===== config.mk =====
export PLATFORM = sky130hd
export DESIGN_NAME = cpu_alu_with_flags_top
export DESIGN_NICKNAME = d
export VERILOG_FILES = /design/src/rtl/calu_pkg.sv /design/src/rtl/cpu_alu_with_flags_top.sv /design/src/rtl/calu_alu.sv
export SDC_FILE = /design/constraint.sdc
export NUM_CORES = 1
export LEC_CHECK = 0
export BUFFER_PORTS_ARGS = -buffer_cell sky130_fd_sc_hd__buf_2
export CORE_MARGIN = 1
export CORE_UTILIZATION = 42
export CTS_CLUSTER_DIAMETER = 50
export DETAILED_ROUTE_END_ITERATION = 7
export SKIP_CTS_REPAIR_TIMING = 1
export SLEW_MARGIN = 20
export SYNTH_ARGS = -nofsm -noshare
export SYNTH_HDL_FRONTEND = slang
export SYNTH_SLANG_ARGS = --single-unit

===== constraint.sdc =====
create_clock -name clk -period 5.6 [get_ports clk]
set_input_delay 0.84 -clock clk [delete_from_list [all_inputs] [get_ports clk]]
set_output_delay 0.84 -clock clk [all_outputs]
set_load 0.01 [all_outputs]

===== src/rtl/calu_pkg.sv =====
// Types and operation codes for the flag-producing CPU ALU.
`timescale 1ns / 1ps

package calu_pkg;

  typedef struct packed {
    logic [4:0]  kind;
    logic [15:0] operand_a;
    logic [15:0] operand_b;
    logic [2:0]  bit_index;
    logic [3:0]  flags_in;
  } in_item_t;

  typedef struct packed {
    logic [15:0] result;
    logic [3:0]  flags_out;
  } out_item_t;

  // Flag positions in the packed Z N H C nibble
  localparam int unsigned FLAG_Z = 3;
  localparam int unsigned FLAG_N = 2;
  localparam int unsigned FLAG_H = 1;
  localparam int unsigned FLAG_C = 0;

  // Operation codes
  localparam logic [4:0] OP_ADD   = 5'd0;
  localparam logic [4:0] OP_ADC   = 5'd1;
  localparam logic [4:0] OP_SUB   = 5'd2;
  localparam logic [4:0] OP_SBC   = 5'd3;
  localparam logic [4:0] OP_AND   = 5'd4;
  localparam logic [4:0] OP_XOR   = 5'd5;
  localparam logic [4:0] OP_OR    = 5'd6;
  localparam logic [4:0] OP_CP    = 5'd7;
  localparam logic [4:0] OP_INC   = 5'd8;
  localparam logic [4:0] OP_DEC   = 5'd9;
  localparam logic [4:0] OP_RLC   = 5'd10;
  localparam logic [4:0] OP_RRC   = 5'd11;
  localparam logic [4:0] OP_RL    = 5'd12;
  localparam logic [4:0] OP_RR    = 5'd13;
  localparam logic [4:0] OP_SLA   = 5'd14;
  localparam logic [4:0] OP_SRA   = 5'd15;
  localparam logic [4:0] OP_SWAP  = 5'd16;
  localparam logic [4:0] OP_SRL   = 5'd17;
  localparam logic [4:0] OP_BIT   = 5'd18;
  localparam logic [4:0] OP_RES   = 5'd19;
  localparam logic [4:0] OP_SET   = 5'd20;
  localparam logic [4:0] OP_RLCA  = 5'd21;
  localparam logic [4:0] OP_RRCA  = 5'd22;
  localparam logic [4:0] OP_RLA   = 5'd23;
  localparam logic [4:0] OP_RRA   = 5'd24;
  localparam logic [4:0] OP_CPL   = 5'd25;
  localparam logic [4:0] OP_SCF   = 5'd26;
  localparam logic [4:0] OP_CCF   = 5'd27;
  localparam logic [4:0] OP_ADD16 = 5'd28;
  localparam logic [4:0] OP_ADDSP = 5'd29;
  localparam logic [4:0] OP_INC16 = 5'd30;
  localparam logic [4:0] OP_DEC16 = 5'd31;

endpackage


===== src/rtl/cpu_alu_with_flags_top.sv =====
// Top level of the flag-producing CPU ALU: input register, ALU, result register.
`timescale 1ns / 1ps

// Usage
//   Input channel in_valid / in_stall / in_data carries one operation per
//   transfer: kind, operand_a, operand_b, bit_index and flags_in (Z N H C).
//   Result channel out_valid / out_stall / out_data returns the 16-bit
//   result and the new flags, one result per input transfer, in order.
// Order: an accepted transfer lands in the input register; its result is then
//   taken into the result register when it can advance, shown with out_valid.
// Throughput: one operation per cycle, sustained, while out_stall is low.
//   The ALU is a single pass of byte/word add, subtract, rotate and bit logic
//   between the two registers, so nothing iterates.
// Stall: when out_stall holds the result register, the input register still
//   takes one more transfer if it is empty; in_stall rises only once both
//   registers are full, and all held contents stay stable.
// Reset: rst_n low (synchronous) empties both registers; out_valid is low
//   and in_stall is low right after reset. There is no other state.
module cpu_alu_with_flags_top (
  input  logic                clk,
  input  logic                rst_n,
  input  logic                in_valid,
  output logic                in_stall,
  input  calu_pkg::in_item_t  in_data,
  output logic                out_valid,
  input  logic                out_stall,
  output calu_pkg::out_item_t out_data
);
  import calu_pkg::*;

  logic      op_vld_r;
  in_item_t  op_r;
  logic      res_vld_r;
  out_item_t res_r;
  out_item_t alu_res;
  logic      advance;
  logic      op_load;

  // Result register can take a new value when it is empty or being drained
  assign advance  = !res_vld_r || !out_stall;
  // Input register frees up when it is empty or moves on this cycle
  assign op_load  = !op_vld_r || advance;
  assign in_stall = !op_load;

  calu_alu u_alu (
    .op_i  (op_r),
    .res_o (alu_res)
  );

  // Control
  always_ff @(posedge clk) begin
    if (!rst_n) begin
      op_vld_r  <= 1'b0;
      res_vld_r <= 1'b0;
    end else begin
      if (op_load) begin
        op_vld_r <= in_valid;
      end
      if (advance) begin
        res_vld_r <= op_vld_r;
      end
    end
  end

  // Payload
  always_ff @(posedge clk) begin
    if (op_load && in_valid) begin
      op_r <= in_data;
    end
    if (advance && op_vld_r) begin
      res_r <= alu_res;
    end
  end

  assign out_valid = res_vld_r;
  assign out_data  = res_r;

endmodule


===== src/rtl/calu_alu.sv =====
// Combinational datapath: one operation to result and Z N H C flags.
`timescale 1ns / 1ps

module calu_alu (
  input  calu_pkg::in_item_t  op_i,
  output calu_pkg::out_item_t res_o
);
  import calu_pkg::*;

  logic [7:0]  a, b;
  logic        cin;
  logic [7:0]  ax, as_;
  logic        aci;
  logic [8:0]  sum9;
  logic [4:0]  hsum5;
  logic [7:0]  sx, ss;
  logic        sci;
  logic [8:0]  dif9;
  logic [4:0]  hdif5;
  logic [7:0]  rot_v;
  logic [2:0]  rot_code;
  logic [7:0]  rot_r;
  logic        rot_c;
  logic        rot_acc;
  logic [16:0] w_sum17;
  logic [12:0] w_half13;
  logic [15:0] sp_sum;
  logic [8:0]  sp_c9;
  logic [4:0]  sp_h5;
  logic [7:0]  bmask;
  logic [15:0] r;
  logic [3:0]  f;

  assign a   = op_i.operand_a[7:0];
  assign b   = op_i.operand_b[7:0];
  assign cin = op_i.flags_in[FLAG_C];

  // Byte adder (add, adc, inc)
  assign ax    = (op_i.kind == OP_INC) ? b : a;
  assign as_   = (op_i.kind == OP_INC) ? 8'd1 : b;
  assign aci   = (op_i.kind == OP_ADC) ? cin : 1'b0;
  assign sum9  = {1'b0, ax} + {1'b0, as_} + {8'd0, aci};
  assign hsum5 = {1'b0, ax[3:0]} + {1'b0, as_[3:0]} + {4'd0, aci};

  // Byte subtractor (sub, sbc, cp, dec); bit above the top is the borrow
  assign sx    = (op_i.kind == OP_DEC) ? b : a;
  assign ss    = (op_i.kind == OP_DEC) ? 8'd1 : b;
  assign sci   = (op_i.kind == OP_SBC) ? cin : 1'b0;
  assign dif9  = {1'b0, sx} - {1'b0, ss} - {8'd0, sci};
  assign hdif5 = {1'b0, sx[3:0]} - {1'b0, ss[3:0]} - {4'd0, sci};

  // Shared rotate/shift unit; accumulator rotates map onto rlc/rrc/rl/rr
  assign rot_acc = (op_i.kind == OP_RLCA) || (op_i.kind == OP_RRCA) ||
                   (op_i.kind == OP_RLA)  || (op_i.kind == OP_RRA);
  assign rot_v   = rot_acc ? a : b;
  assign rot_code = rot_acc ? 3'(op_i.kind - OP_RLCA) : 3'(op_i.kind - OP_RLC);

  always_comb begin
    rot_r = 8'd0;
    rot_c = 1'b0;
    case (rot_code)
      3'd0: begin rot_c = rot_v[7]; rot_r = {rot_v[6:0], rot_v[7]}; end
      3'd1: begin rot_c = rot_v[0]; rot_r = {rot_v[0], rot_v[7:1]}; end
      3'd2: begin rot_c = rot_v[7]; rot_r = {rot_v[6:0], cin}; end
      3'd3: begin rot_c = rot_v[0]; rot_r = {cin, rot_v[7:1]}; end
      3'd4: begin rot_c = rot_v[7]; rot_r = {rot_v[6:0], 1'b0}; end
      3'd5: begin rot_c = rot_v[0]; rot_r = {rot_v[7], rot_v[7:1]}; end
      default: begin rot_c = rot_v[0]; rot_r = {1'b0, rot_v[7:1]}; end
    endcase
  end

  // Word adds
  assign w_sum17  = {1'b0, op_i.operand_a} + {1'b0, op_i.operand_b};
  assign w_half13 = {1'b0, op_i.operand_a[11:0]} + {1'b0, op_i.operand_b[11:0]};
  assign sp_sum   = op_i.operand_a + {{8{b[7]}}, b};
  assign sp_c9    = {1'b0, a} + {1'b0, b};
  assign sp_h5    = {1'b0, a[3:0]} + {1'b0, b[3:0]};

  assign bmask = 8'd1 << op_i.bit_index;

  always_comb begin
    r = 16'd0;
    f = op_i.flags_in;
    case (op_i.kind)
      OP_ADD, OP_ADC, OP_INC: begin
        r = {8'd0, sum9[7:0]};
        f = {(sum9[7:0] == 8'd0), 1'b0, hsum5[4],
             (op_i.kind == OP_INC) ? cin : sum9[8]};
      end
      OP_SUB, OP_SBC, OP_CP, OP_DEC: begin
        r = (op_i.kind == OP_CP) ? {8'd0, sx} : {8'd0, dif9[7:0]};
        f = {(dif9[7:0] == 8'd0), 1'b1, hdif5[4],
             (op_i.kind == OP_DEC) ? cin : dif9[8]};
      end
      OP_AND: begin
        r = {8'd0, a & b};
        f = {((a & b) == 8'd0), 1'b0, 1'b1, 1'b0};
      end
      OP_XOR: begin
        r = {8'd0, a ^ b};
        f = {((a ^ b) == 8'd0), 3'b000};
      end
      OP_OR: begin
        r = {8'd0, a | b};
        f = {((a | b) == 8'd0), 3'b000};
      end
      OP_RLC, OP_RRC, OP_RL, OP_RR, OP_SLA, OP_SRA, OP_SRL: begin
        r = {8'd0, rot_r};
        f = {(rot_r == 8'd0), 2'b00, rot_c};
      end
      OP_SWAP: begin
        r = {8'd0, b[3:0], b[7:4]};
        f = {(b == 8'd0), 3'b000};
      end
      OP_BIT: begin
        r = {8'd0, b};
        f = {((b & bmask) == 8'd0), 1'b0, 1'b1, cin};
      end
      OP_RES: r = {8'd0, b & ~bmask};
      OP_SET: r = {8'd0, b | bmask};
      OP_RLCA, OP_RRCA, OP_RLA, OP_RRA: begin
        r = {8'd0, rot_r};
        f = {3'b000, rot_c};   // Z always cleared
      end
      OP_CPL: begin
        r = {8'd0, ~a};
        f = {op_i.flags_in[FLAG_Z], 1'b1, 1'b1, cin};
      end
      OP_SCF: begin
        r = {8'd0, a};
        f = {op_i.flags_in[FLAG_Z], 3'b001};
      end
      OP_CCF: begin
        r = {8'd0, a};
        f = {op_i.flags_in[FLAG_Z], 2'b00, ~cin};
      end
      OP_ADD16: begin
        r = w_sum17[15:0];
        f = {op_i.flags_in[FLAG_Z], 1'b0, w_half13[12], w_sum17[16]};
      end
      OP_ADDSP: begin
        r = sp_sum;
        f = {2'b00, sp_h5[4], sp_c9[8]};
      end
      OP_INC16: r = op_i.operand_b + 16'd1;
      default:  r = op_i.operand_b - 16'd1;   // dec16
    endcase
  end

  assign res_o.result    = r;
  assign res_o.flags_out = f;

endmodule


Word-level counts from Yosys, hierarchy flattened
Index checks and enable logic that the tools add are counted.
{"block": "totals", "out_inout_bits": 22, "register_bits": 66, "in_bits": 48}
{"block": "classes", "bitwise": 9, "muxes": 15, "addsub": 17, "n_eq_ne": 35, "reduce_logical": 28, "shift": 1}
{"op": "16-bit case mux with 15 select lines", "count": 1}
{"op": "5-bit equality test (second input constant)", "count": 15}
{"op": "8-bit zero test", "count": 8}
{"op": "4-bit case mux with 14 select lines", "count": 1}
{"op": "8-bit 2-to-1 mux", "count": 6}
{"op": "8-bit case mux with 6 select lines", "count": 1}
{"op": "5-bit by 4-bit equality test with 1-bit output (second input constant)", "count": 8}
{"op": "8-bit bitwise AND", "count": 3}
{"op": "5-bit by 3-bit equality test with 1-bit output (second input constant)", "count": 4}
{"op": "8-bit by 8-bit adder with 9-bit output", "count": 2}
{"op": "16-bit by 16-bit adder with 17-bit output", "count": 1}
{"op": "16-bit by 1-bit adder with 16-bit output (second input constant)", "count": 1}
{"op": "16-bit adder", "count": 1}
{"op": "8-bit inverter", "count": 2}
{"op": "8-bit OR", "count": 2}
{"op": "16-bit by 1-bit subtractor with 16-bit output (second input constant)", "count": 1}
{"op": "12-bit by 12-bit adder with 13-bit output", "count": 1}
{"op": "11-bit OR reduction", "count": 1}
{"op": "4-bit by 4-bit adder with 5-bit output", "count": 2}
{"op": "5-bit by 2-bit equality test with 1-bit output (second input constant)", "count": 2}
{"op": "9-bit by 1-bit adder with 9-bit output", "count": 1}
{"op": "8-bit by 8-bit subtractor with 9-bit output", "count": 1}
{"op": "9-bit by 1-bit subtractor with 9-bit output", "count": 1}
{"op": "4-bit OR reduction", "count": 2}
{"op": "22 further kinds", "count": 37}

Depth between registers and ports, before layout
Gate-level depths: netlist of the first run.
{"block": "logic_depth", "word_depth": 9, "depth_mapped": 18}

Cells and area by module
Synthesis of the first run repeated with hierarchy kept, for this count alone.
{"block": "hier_totals", "cells_unflattened": 821, "hier_area_um2": 6855.3}
{"module": "calu_alu", "cells_per_inst": 749, "area_per_inst_um2": 4849.7, "instances": 1, "seq_area_each_um2": 0.0}
{"module": "cpu_alu_with_flags_top", "cells_per_inst": 72, "area_per_inst_um2": 2005.7, "instances": 1, "seq_area_each_um2": 1961.9}

Worst setup path before layout of the first run
OpenSTA, ideal clock, no wires.
{"block": "synth_path", "path_kind": "register to register", "startpoint": "register op_r[39] in the netlist's numbering", "endpoint": "register res_r (netlist bit out_data[3]), data pin", "t_required_ns": 5.467, "stages_incl_launch_ff": 18, "setup_ns": 0.133, "setup_slack_ns": 1.166, "t_arrival_ns": 4.301, "path_cell_list": "edfxtp_1 > inv_1 > ha_1 > clkbuf_1 > nand2_1 > nor3_1 > clkbuf_1 > nor2_1 > fa_1 > fa_1 > nor2b_1 > o21ai_1 > a21boi_1 > o31ai_1 > a21boi_1 > or4_1 > o31ai_1 > o41a_1"}
{"item": "start, declared", "line": "cpu_alu_with_flags_top.sv:32", "rtl": "in_item_t op_r;"}
{"item": "start signal, assigned", "line": "cpu_alu_with_flags_top.sv:68", "rtl": "op_r <= in_data;"}
{"item": "end signal, assigned", "line": "cpu_alu_with_flags_top.sv:71", "rtl": "res_r <= alu_res;"}
{"item": "end, declared", "line": "cpu_alu_with_flags_top.sv:34", "rtl": "out_item_t res_r;"}

==> impl_metrics.prom, run 1 <==
# TYPE chip_impl_metric gauge
chip_impl_info{name="run_status",value="finished clean"} 1
chip_impl_metric{name="placedCellCount",unit=""} 1046
chip_impl_metric{name="postSynth.asyncResetShare",unit=""} 0
chip_impl_metric{name="setup_viol_count_final",unit=""} 0
chip_impl_metric{name="global_route_wire_length_before_repair",unit="um"} 35960
chip_impl_info{name="tritoncts",value="built"} 1
chip_impl_metric{name="syn_inst",unit=""} 782
chip_impl_metric{name="placement.cell_area",unit="um^2"} 7416
chip_impl_metric{name="drtIter0Drc",unit=""} 831
chip_impl_metric{name="clock_skew",unit="ns"} 0.01005
chip_impl_info{name="synth_flop_cell",value="edfxtp_1"} 1
chip_impl_info{name="cp-start-kind",value="flip-flop"} 1
chip_impl_metric{name="period_minus_slack",unit="ns"} 4.988
chip_impl_info{name="timing.hold.worst.class",value="flip-flop to flip-flop"} 1
chip_impl_metric{name="gr-total-overflow",unit=""} 0
chip_impl_metric{name="slew_viol_final",unit=""} 0
chip_impl_metric{name="yosys-mux-area-fraction",unit=""} 0.04200
chip_impl_metric{name="synth_fp_nets",unit=""} 904
chip_impl_metric{name="synth_simple_gate_area_share",unit=""} 0.1728
chip_impl_metric{name="area_added_between_synthesis_and_finish",unit="%"} 13.65
chip_impl_metric{name="grtUsageTotal",unit=""} 0.2940
chip_impl_metric{name="share_of_the_synthesized_area_in_compound_gates_ao_oa_aoi_oai",unit=""} 0.2459
chip_impl_metric{name="floorplan.core_area",unit="um^2"} 15830
chip_impl_metric{name="die_height",unit="um"} 129.2
chip_impl_metric{name="irDropWorstVdd",unit="mV"} 0.1684
chip_impl_metric{name="maximum_clock_insertion_buffer_count",unit=""} 2
chip_impl_info{name="rsz0062_at_grt",value="false"} 1
chip_impl_metric{name="wire_per_inst",unit="um"} 22.42
chip_impl_metric{name="fin_crit_sh",unit=""} 0.8908
chip_impl_metric{name="drive_gt1_frac",unit=""} 0.1442
chip_impl_info{name="layout.cells.most_common_list",value="nor2_1, buf_2, ha_1, edfxtp_1, a21oi_1"} 1
chip_impl_metric{name="clkTransAtPathRegs",unit="ns"} 0.06
chip_impl_metric{name="grt_pass1_vias",unit=""} 6293
chip_impl_metric{name="synth_xor_area_frac",unit=""} 0.05932
chip_impl_metric{name="instances_no_fill",unit=""} 1062
chip_impl_metric{name="max_freq",unit="MHz"} 200.5
chip_impl_metric{name="number_of_synthesized_register_bits",unit=""} 66
chip_impl_metric{name="synth_sequential_area_ratio",unit=""} 0.2889
chip_impl_metric{name="cap_violations",unit=""} 0
chip_impl_metric{name="initial_core_util",unit=""} 0.4291
chip_impl_metric{name="finish.net_count",unit=""} 963
chip_impl_info{name="synth_top_family_by_area",value="compound AO/OA/AOI/OAI gates"} 1
chip_impl_metric{name="setup-tns-final",unit="ns"} 0
chip_impl_metric{name="die-area",unit="um^2"} 16680
chip_impl_metric{name="cts.sinks",unit=""} 66
chip_impl_metric{name="antenna_left",unit=""} 0
chip_impl_metric{name="htree_levels",unit=""} 3
chip_impl_metric{name="floorplan.rows",unit=""} 46
chip_impl_metric{name="slew_headroom",unit=""} 0.1796
chip_impl_metric{name="die_x",unit="um"} 129.2
chip_impl_metric{name="drc",unit=""} 0
chip_impl_metric{name="place_hpwl",unit="um"} 18140
chip_impl_metric{name="synth_adder_area_share",unit=""} 0.1430
chip_impl_info{name="final_common_cell",value="nor2_1"} 1
chip_impl_metric{name="vias_per_cell",unit=""} 6.230
chip_impl_metric{name="number_of_antenna_violations_at_the_first_check_in_global_routing",unit=""} 0
chip_impl_metric{name="worst_skew_pair.late_latency",unit="ns"} 0.35
chip_impl_metric{name="fin_area",unit="um^2"} 7719
chip_impl_info{name="clk_root_buffer_cell",value="clkbuf_16"} 1
chip_impl_metric{name="num_antenna_cells",unit=""} 0
chip_impl_metric{name="drtPass1Iterations",unit=""} 5
chip_impl_metric{name="num_vias",unit=""} 6616
chip_impl_metric{name="critical_path.max_fanout",unit=""} 23
chip_impl_metric{name="fillerInstances",unit=""} 1472
chip_impl_metric{name="regArea",unit="um^2"} 1962
chip_impl_metric{name="report.final.hold_viol_count",unit=""} 0
chip_impl_metric{name="io_buffers",unit=""} 69
chip_impl_metric{name="tightestPinTransition",unit="ns"} 1.226
chip_impl_metric{name="detail_route.wirelength",unit="um"} 23810
chip_impl_metric{name="synthesis.yosys.warnings",unit=""} 0
chip_impl_metric{name="multiInputGateArea",unit="um^2"} 4549
chip_impl_metric{name="critical_path_arrival",unit="ns"} 5.09
chip_impl_metric{name="fin_hold_ws",unit="ns"} 0.5230
chip_impl_metric{name="maximum_number_of_pins_on_one_net_before_global_route_repair",unit=""} 45
chip_impl_metric{name="synth.distinct_cells",unit=""} 75
chip_impl_metric{name="avgSynthCellArea",unit="um^2"} 8.685
chip_impl_metric{name="io_pins",unit=""} 70
chip_impl_info{name="worstSetupPathType",value="flip-flop to flip-flop"} 1
chip_impl_info{name="endpoint_kind_of_the_worst_setup_timing_path",value="flip-flop"} 1
chip_impl_metric{name="syn_area",unit="um^2"} 6792
chip_impl_metric{name="synth-edff-count",unit=""} 64
chip_impl_metric{name="cts_made_buffers",unit=""} 9
chip_impl_metric{name="cellLeakagePower",unit="nW"} 3.103
chip_impl_metric{name="power.density",unit="nW/um^2"} 235.8
chip_impl_metric{name="crit_required",unit="ns"} 5.70
chip_impl_metric{name="gp_congestion",unit=""} 1.056
critical path, cell delays in order (launching register included):
cell       delay [ns]
edfxtp_1         0.50
inv_1            0.17
ha_1             0.37
and4bb_2         0.58
o21ai_0          0.24
fa_1             0.50
fa_1             0.41
nand2b_1         0.18
a2111oi_0        0.69
o31ai_1          0.23
xor2_1           0.22
o221ai_1         0.13
a211oi_1         0.21
o211ai_1         0.15
o31a_1           0.15
flip-flops by register name (all words and copies together) (netlist names):
signal,cells
out_valid,1
op_vld_r,1
out_data,20
op_r,44
synth_stat cells, drive strengths merged, types with 7 or more instances:
cell type  number  area [um^2]
a211oi          8        60.06
a21o           18        135.1
a21oi          62        310.3
a221oi         12        105.1
a22oi          11        82.58
buf            10        66.30
clkbuf         30        113.9
edfxtp         64         1922
ha             68        850.8
inv            39        146.4
mux2i          24        240.2
nand2          45        168.9
nand2b         13        81.33
nand3          19        95.09
nand4           8        50.05
nor2           79        296.5
nor2b          14        87.58
nor3           14        80.08
nor4            8        50.05
o211ai          8        60.06
o21a            7        52.55
o21ai          65        325.3
o31ai           7        52.55
xnor2          27        236.5
xor2           19        166.4
report_power, final:
group	internal, mW	switching [mW]	total [mW]
clock network	0.348	0.239	0.587
logic	0.240	0.372	0.613
registers	0.588	0.0323	0.620
worst paths after layout:
path                                       startpoint                endpoint  slack, ns  depth (start not counted)
worst max-delay path               op_r[40]$_DFFE_PP_   out_data[0]$_DFFE_PP_       0.61                         14
worst min-delay path            op_vld_r$_SDFFE_PN0N_  out_valid$_SDFFE_PN0P_       0.52                          2
worst max register to register     op_r[40]$_DFFE_PP_   out_data[0]$_DFFE_PP_       0.61                         14
worst min register to register  op_vld_r$_SDFFE_PN0N_  out_valid$_SDFFE_PN0P_       0.52                          2
logic make-up (layout without fill, tap and decap cells):
logic type | count (synthesis) | in the layout
muxes | 26 | 26
and+or+nand+nor | 237 | 237
AOI/OAI and AO/OA | 254 | 254
xor gates and xnor gates | 46 | 46
buffers and inverters | 79 | 143
adders and majority gates | 74 | 74
DFF | 66 | 66
metal layers:
layer	wire length, um	up-vias	global-route usage	part of all wire
met1	10410	3089	0.4013	0.44
met5	0	-	0	0
met3	2129	81	0.05945	0.089
li1	-	3066	-	-
met2	10210	380	0.4383	0.43
met4	1049	0	0.1529	0.044
layout make-up:
class / count / share of cell area
timing repair buffer: 88 / 0.06322
inverter: 39 / 0.01897
multi-input combinational: 637 / 0.5894
clock buffer: 9 / 0.02918
clock inverter: 7 / 0.01005
tap: 216 / 0.03501
sequential: 66 / 0.2542
stage by stage:
step / utilization / power, mW / setup slack [ns]
after floorplan: - / 1.035 / 1.166
after global placement: 0.4685 / 1.218 / 1.031
after detailed placement: 0.4685 / 1.226 / 0.7881
after CTS: 0.4877 / 1.813 / 0.7567
after global routing: 0.4877 / 1.899 / 0.3150
final: 0.4877 / 1.820 / 0.6117
Note: power is estimated with default switching activity, not from simulation.
==> inputs of run 2 (changes only) <==
--- a/config.mk
+++ b/config.mk
@@ -5,13 +5,14 @@
 export SDC_FILE = /design/constraint.sdc
 export NUM_CORES = 1
 export LEC_CHECK = 0
+export ABC_AREA = 1
 export BUFFER_PORTS_ARGS = -buffer_cell sky130_fd_sc_hd__buf_2
 export CORE_MARGIN = 1
 export CORE_UTILIZATION = 42
 export CTS_CLUSTER_DIAMETER = 50
 export DETAILED_ROUTE_END_ITERATION = 7
 export SKIP_CTS_REPAIR_TIMING = 1
-export SLEW_MARGIN = 20
+export SLEW_MARGIN = 5
 export SYNTH_ARGS = -nofsm -noshare
 export SYNTH_HDL_FRONTEND = slang
 export SYNTH_SLANG_ARGS = --single-unit
==> run 2 against run 1 <==
Against the previous run:
- clock skew increased by 0.0025 ns
- worst hold slack got worse by 0.024 ns
- core utilization decreased by 0.67 points
- die area increased by 4.4%
- via count increased by 9.2%
- register-to-register slack improved by 0.88 ns
- global-route usage decreased by 1.4 points
- sequential power increased by 2%
- combinational power about the same
- non-clock buffer count decreased by 15
- clock power decreased by 2%
==> impl_metrics.prom, run 2 <==
# TYPE chip_impl_metric gauge
chip_impl_metric{name="synth.distinct_cells",unit=""} 49
chip_impl_metric{name="postSynth.asyncResetShare",unit=""} 0
chip_impl_metric{name="finish.net_count",unit=""} 1174
chip_impl_metric{name="number_of_synthesized_register_bits",unit=""} 66
chip_impl_metric{name="io_pins",unit=""} 70
chip_impl_metric{name="drc",unit=""} 0
chip_impl_metric{name="switching_power_share_of_the_total",unit=""} 0.3707
chip_impl_metric{name="clockPowerShare",unit=""} 0.318
chip_impl_metric{name="synth-edff-count",unit=""} 64
chip_impl_metric{name="r2r_setup_slack",unit="ns"} 1.50
chip_impl_metric{name="gr-total-overflow",unit=""} 0
chip_impl_metric{name="drtIter0Drc",unit=""} 943
chip_impl_metric{name="avgSynthCellArea",unit="um^2"} 7.220
chip_impl_metric{name="synthesis.yosys.warnings",unit=""} 0
chip_impl_info{name="run_status",value="finished clean"} 1
chip_impl_info{name="synth_area_leaders",value="edfxtp_1, ha_1, nand2_1"} 1
chip_impl_metric{name="max_freq",unit="MHz"} 243.7
chip_impl_metric{name="fin_hold_ws",unit="ns"} 0.4989
chip_impl_metric{name="area_added_between_synthesis_and_finish",unit="%"} 11.99
chip_impl_info{name="top_register",value="op_r"} 1
chip_impl_metric{name="sequentialPowerShare",unit=""} 0.346
chip_impl_info{name="cp-start-kind",value="flip-flop"} 1
chip_impl_metric{name="clkTransAtPathRegs",unit="ns"} 0.06
chip_impl_metric{name="gp_congestion",unit=""} 1.062
chip_impl_metric{name="pwr-share-comb",unit=""} 0.336
chip_impl_info{name="final_common_cell",value="nand2_1"} 1
chip_impl_metric{name="syn_area",unit="um^2"} 7097
chip_impl_metric{name="synth_fp_nets",unit=""} 1105
chip_impl_metric{name="power.density",unit="nW/um^2"} 228.9
chip_impl_metric{name="syn_inst",unit=""} 983
chip_impl_info{name="min_from",value="op_vld_r$_SDFFE_PN0N_"} 1
chip_impl_metric{name="wire_per_inst",unit="um"} 18.85
chip_impl_metric{name="tightestPinTransition",unit="ns"} 1.092
chip_impl_info{name="rsz0062_at_grt",value="false"} 1
chip_impl_metric{name="num_vias",unit=""} 7226
chip_impl_metric{name="cts.sinks",unit=""} 66
chip_impl_info{name="endpoint_kind_of_the_worst_setup_timing_path",value="flip-flop"} 1
chip_impl_metric{name="irDropWorstVdd",unit="mV"} 0.1831
chip_impl_metric{name="maximum_clock_insertion_buffer_count",unit=""} 2
chip_impl_info{name="critical_path.startpoint",value="op_r[40]$_DFFE_PP_"} 1
chip_impl_metric{name="critical_path_arrival",unit="ns"} 4.17
chip_impl_metric{name="crit_required",unit="ns"} 5.67
chip_impl_metric{name="maximum_number_of_pins_on_one_net_before_global_route_repair",unit=""} 45
chip_impl_metric{name="fin_util",unit=""} 0.4810
chip_impl_metric{name="setup-tns-final",unit="ns"} 0
chip_impl_info{name="worstSetupPathType",value="flip-flop to flip-flop"} 1
chip_impl_info{name="synth_flop_cell",value="edfxtp_1"} 1
chip_impl_metric{name="clock_skew",unit="ns"} 0.01259
chip_impl_metric{name="preCtsSetupSlack",unit="ns"} 1.556
chip_impl_metric{name="cts_made_buffers",unit=""} 9
chip_impl_info{name="worst_r2r_endpoint",value="out_data[8]$_DFFE_PP_"} 1
chip_impl_info{name="hold_path_end",value="out_valid$_SDFFE_PN0P_"} 1
chip_impl_metric{name="grt_pass1_vias",unit=""} 6496
chip_impl_metric{name="floorplan.rows",unit=""} 47
chip_impl_metric{name="slew_headroom",unit=""} 0.2693
chip_impl_metric{name="timing.hold.worst_path_depth",unit=""} 2
chip_impl_metric{name="regArea",unit="um^2"} 1962
chip_impl_metric{name="drtPass1Iterations",unit=""} 6
chip_impl_metric{name="floorplan.core_area",unit="um^2"} 16520
chip_impl_metric{name="place_hpwl",unit="um"} 19210
chip_impl_info{name="library_cell_with_the_highest_instance_count_after_synthesis",value="nand2_1"} 1
chip_impl_metric{name="placement.cell_area",unit="um^2"} 7651
chip_impl_metric{name="synth_top_area_share",unit=""} 0.2708
chip_impl_metric{name="fillerInstances",unit=""} 1685
chip_impl_metric{name="initial_core_util",unit=""} 0.4295
chip_impl_metric{name="grtUsageTotal",unit=""} 0.2804
chip_impl_metric{name="die_x",unit="um"} 132.0
chip_impl_metric{name="fin_crit_sh",unit=""} 0.7329
chip_impl_metric{name="synth_sequential_area_ratio",unit=""} 0.2764
chip_impl_info{name="synth_common_cells",value="nand2_1, inv_1, nand3_1"} 1
chip_impl_metric{name="antenna_left",unit=""} 0
chip_impl_metric{name="drive_gt1_frac",unit=""} 0.1258
chip_impl_metric{name="cap_violations",unit=""} 0
chip_impl_info{name="timing.hold.worst.class",value="flip-flop to flip-flop"} 1
chip_impl_metric{name="die-area",unit="um^2"} 17420
chip_impl_metric{name="report.final.hold_viol_count",unit=""} 0
chip_impl_metric{name="fin_area",unit="um^2"} 7948
chip_impl_metric{name="number_of_antenna_violations_at_the_first_check_in_global_routing",unit=""} 0
chip_impl_metric{name="cellLeakagePower",unit="nW"} 3.731
chip_impl_metric{name="layout_setup_ws",unit="ns"} 1.496
chip_impl_metric{name="fin_total_pwr",unit="mW"} 1.819
chip_impl_metric{name="num_antenna_cells",unit=""} 0
chip_impl_metric{name="slew_viol_final",unit=""} 0
chip_impl_metric{name="instances_no_fill",unit=""} 1277
chip_impl_metric{name="power_switching",unit="uW"} 674.4
chip_impl_metric{name="worst_skew_pair.late_latency",unit="ns"} 0.35
chip_impl_metric{name="setup_viol_count_final",unit=""} 0
chip_impl_info{name="layout.cells.most_common_list",value="nand2_1, inv_1, nand3_1, o21ai_0, nor2_1"} 1
chip_impl_metric{name="placedCellCount",unit=""} 1261
chip_impl_info{name="regToRegStartpoint",value="op_r[40]$_DFFE_PP_"} 1
chip_impl_metric{name="timing.reg2reg.worst_path_depth",unit=""} 13
chip_impl_metric{name="vias_per_cell",unit=""} 5.659
chip_impl_metric{name="die_height",unit="um"} 132.0
chip_impl_metric{name="p_int",unit="mW"} 1.145
chip_impl_info{name="clk_root_buffer_cell",value="clkbuf_16"} 1
chip_impl_info{name="tritoncts",value="built"} 1
chip_impl_info{name="post-synth-top-area-cell",value="edfxtp_1"} 1
chip_impl_metric{name="multiInputGateArea",unit="um^2"} 4511
chip_impl_metric{name="detail_route.wirelength",unit="um"} 24070
chip_impl_metric{name="global_route_wire_length_before_repair",unit="um"} 36830
chip_impl_metric{name="critical_path.max_fanout",unit=""} 18
chip_impl_metric{name="period_minus_slack",unit="ns"} 4.104
chip_impl_metric{name="io_buffers",unit=""} 69
chip_impl_metric{name="htree_levels",unit=""} 3
chip_impl_metric{name="largest_reg_flops",unit=""} 44
run 2: worst max-delay path by stage:
stage	endpoint	slack, ns	cells after the start
after floorplan	out_data[3]$_DFFE_PP_	1.89	20
after global placement	out_data[17]$_DFFE_PP_	1.59	11
after detailed placement	out_data[17]$_DFFE_PP_	1.56	13
after CTS	out_data[17]$_DFFE_PP_	1.54	13
after global routing	out_data[17]$_DFFE_PP_	1.14	13
final	out_data[8]$_DFFE_PP_	1.50	13
run 2: per-layer routing:
layer / track usage / vias up / part of all wire
met5: 0 / - / 0
met4: 0.1118 / 0 / 0.034
met3: 0.04652 / 60 / 0.093
met2: 0.3927 / 367 / 0.39
met1: 0.4231 / 3260 / 0.48
li1: - / 3539 / -
run 2: cell type report:
cell class / count / area share
Multi-Input combinational cell: 762 / 0.5675
Sequential cell: 66 / 0.2469
Inverter: 140 / 0.06644
Tap cell: 220 / 0.03463
Clock buffer: 10 / 0.02881
Timing Repair Buffer: 73 / 0.04723
Clock inverter: 6 / 0.008501
run 2: cell families (layout without fill, tap and decap cells):
kind of cell             after synthesis  in the layout  share of synthesized area
flip-flops                            66             66                     0.2764
adder cells (fa/ha/maj)               74             74                     0.1368
buffers and inverters                155            229                    0.08851
XOR/XNOR                              26             26                    0.03209
AO/OA/AOI/OAI                        216            216                     0.1782
AND/OR/NAND/NOR                      446            446                     0.2879
run 2: power by group through the flow:
stage / registers, mW / logic [mW] / clock network, mW
2_1_floorplan: 0.626 / 0.429 / 0
3_3_place_gp: 0.639 / 0.595 / 0
3_5_place_dp: 0.638 / 0.596 / 0
4_1_cts: 0.628 / 0.600 / 0.586
5_1_grt: 0.632 / 0.678 / 0.603
6_report: 0.630 / 0.612 / 0.578
run 2: worst max-delay path: stages (launching register included):
cell and delay, ns:
edfxtp_1 0.45, inv_1 0.13, ha_1 0.38, nand3_2 0.40, inv_2 0.33, nor2_1 0.09, fa_1 0.47, fa_1 0.45
o21ai_0 0.19, nand2_1 0.14, xor2_1 0.24, a21oi_1 0.13, a211oi_1 0.26, o2111ai_1 0.18
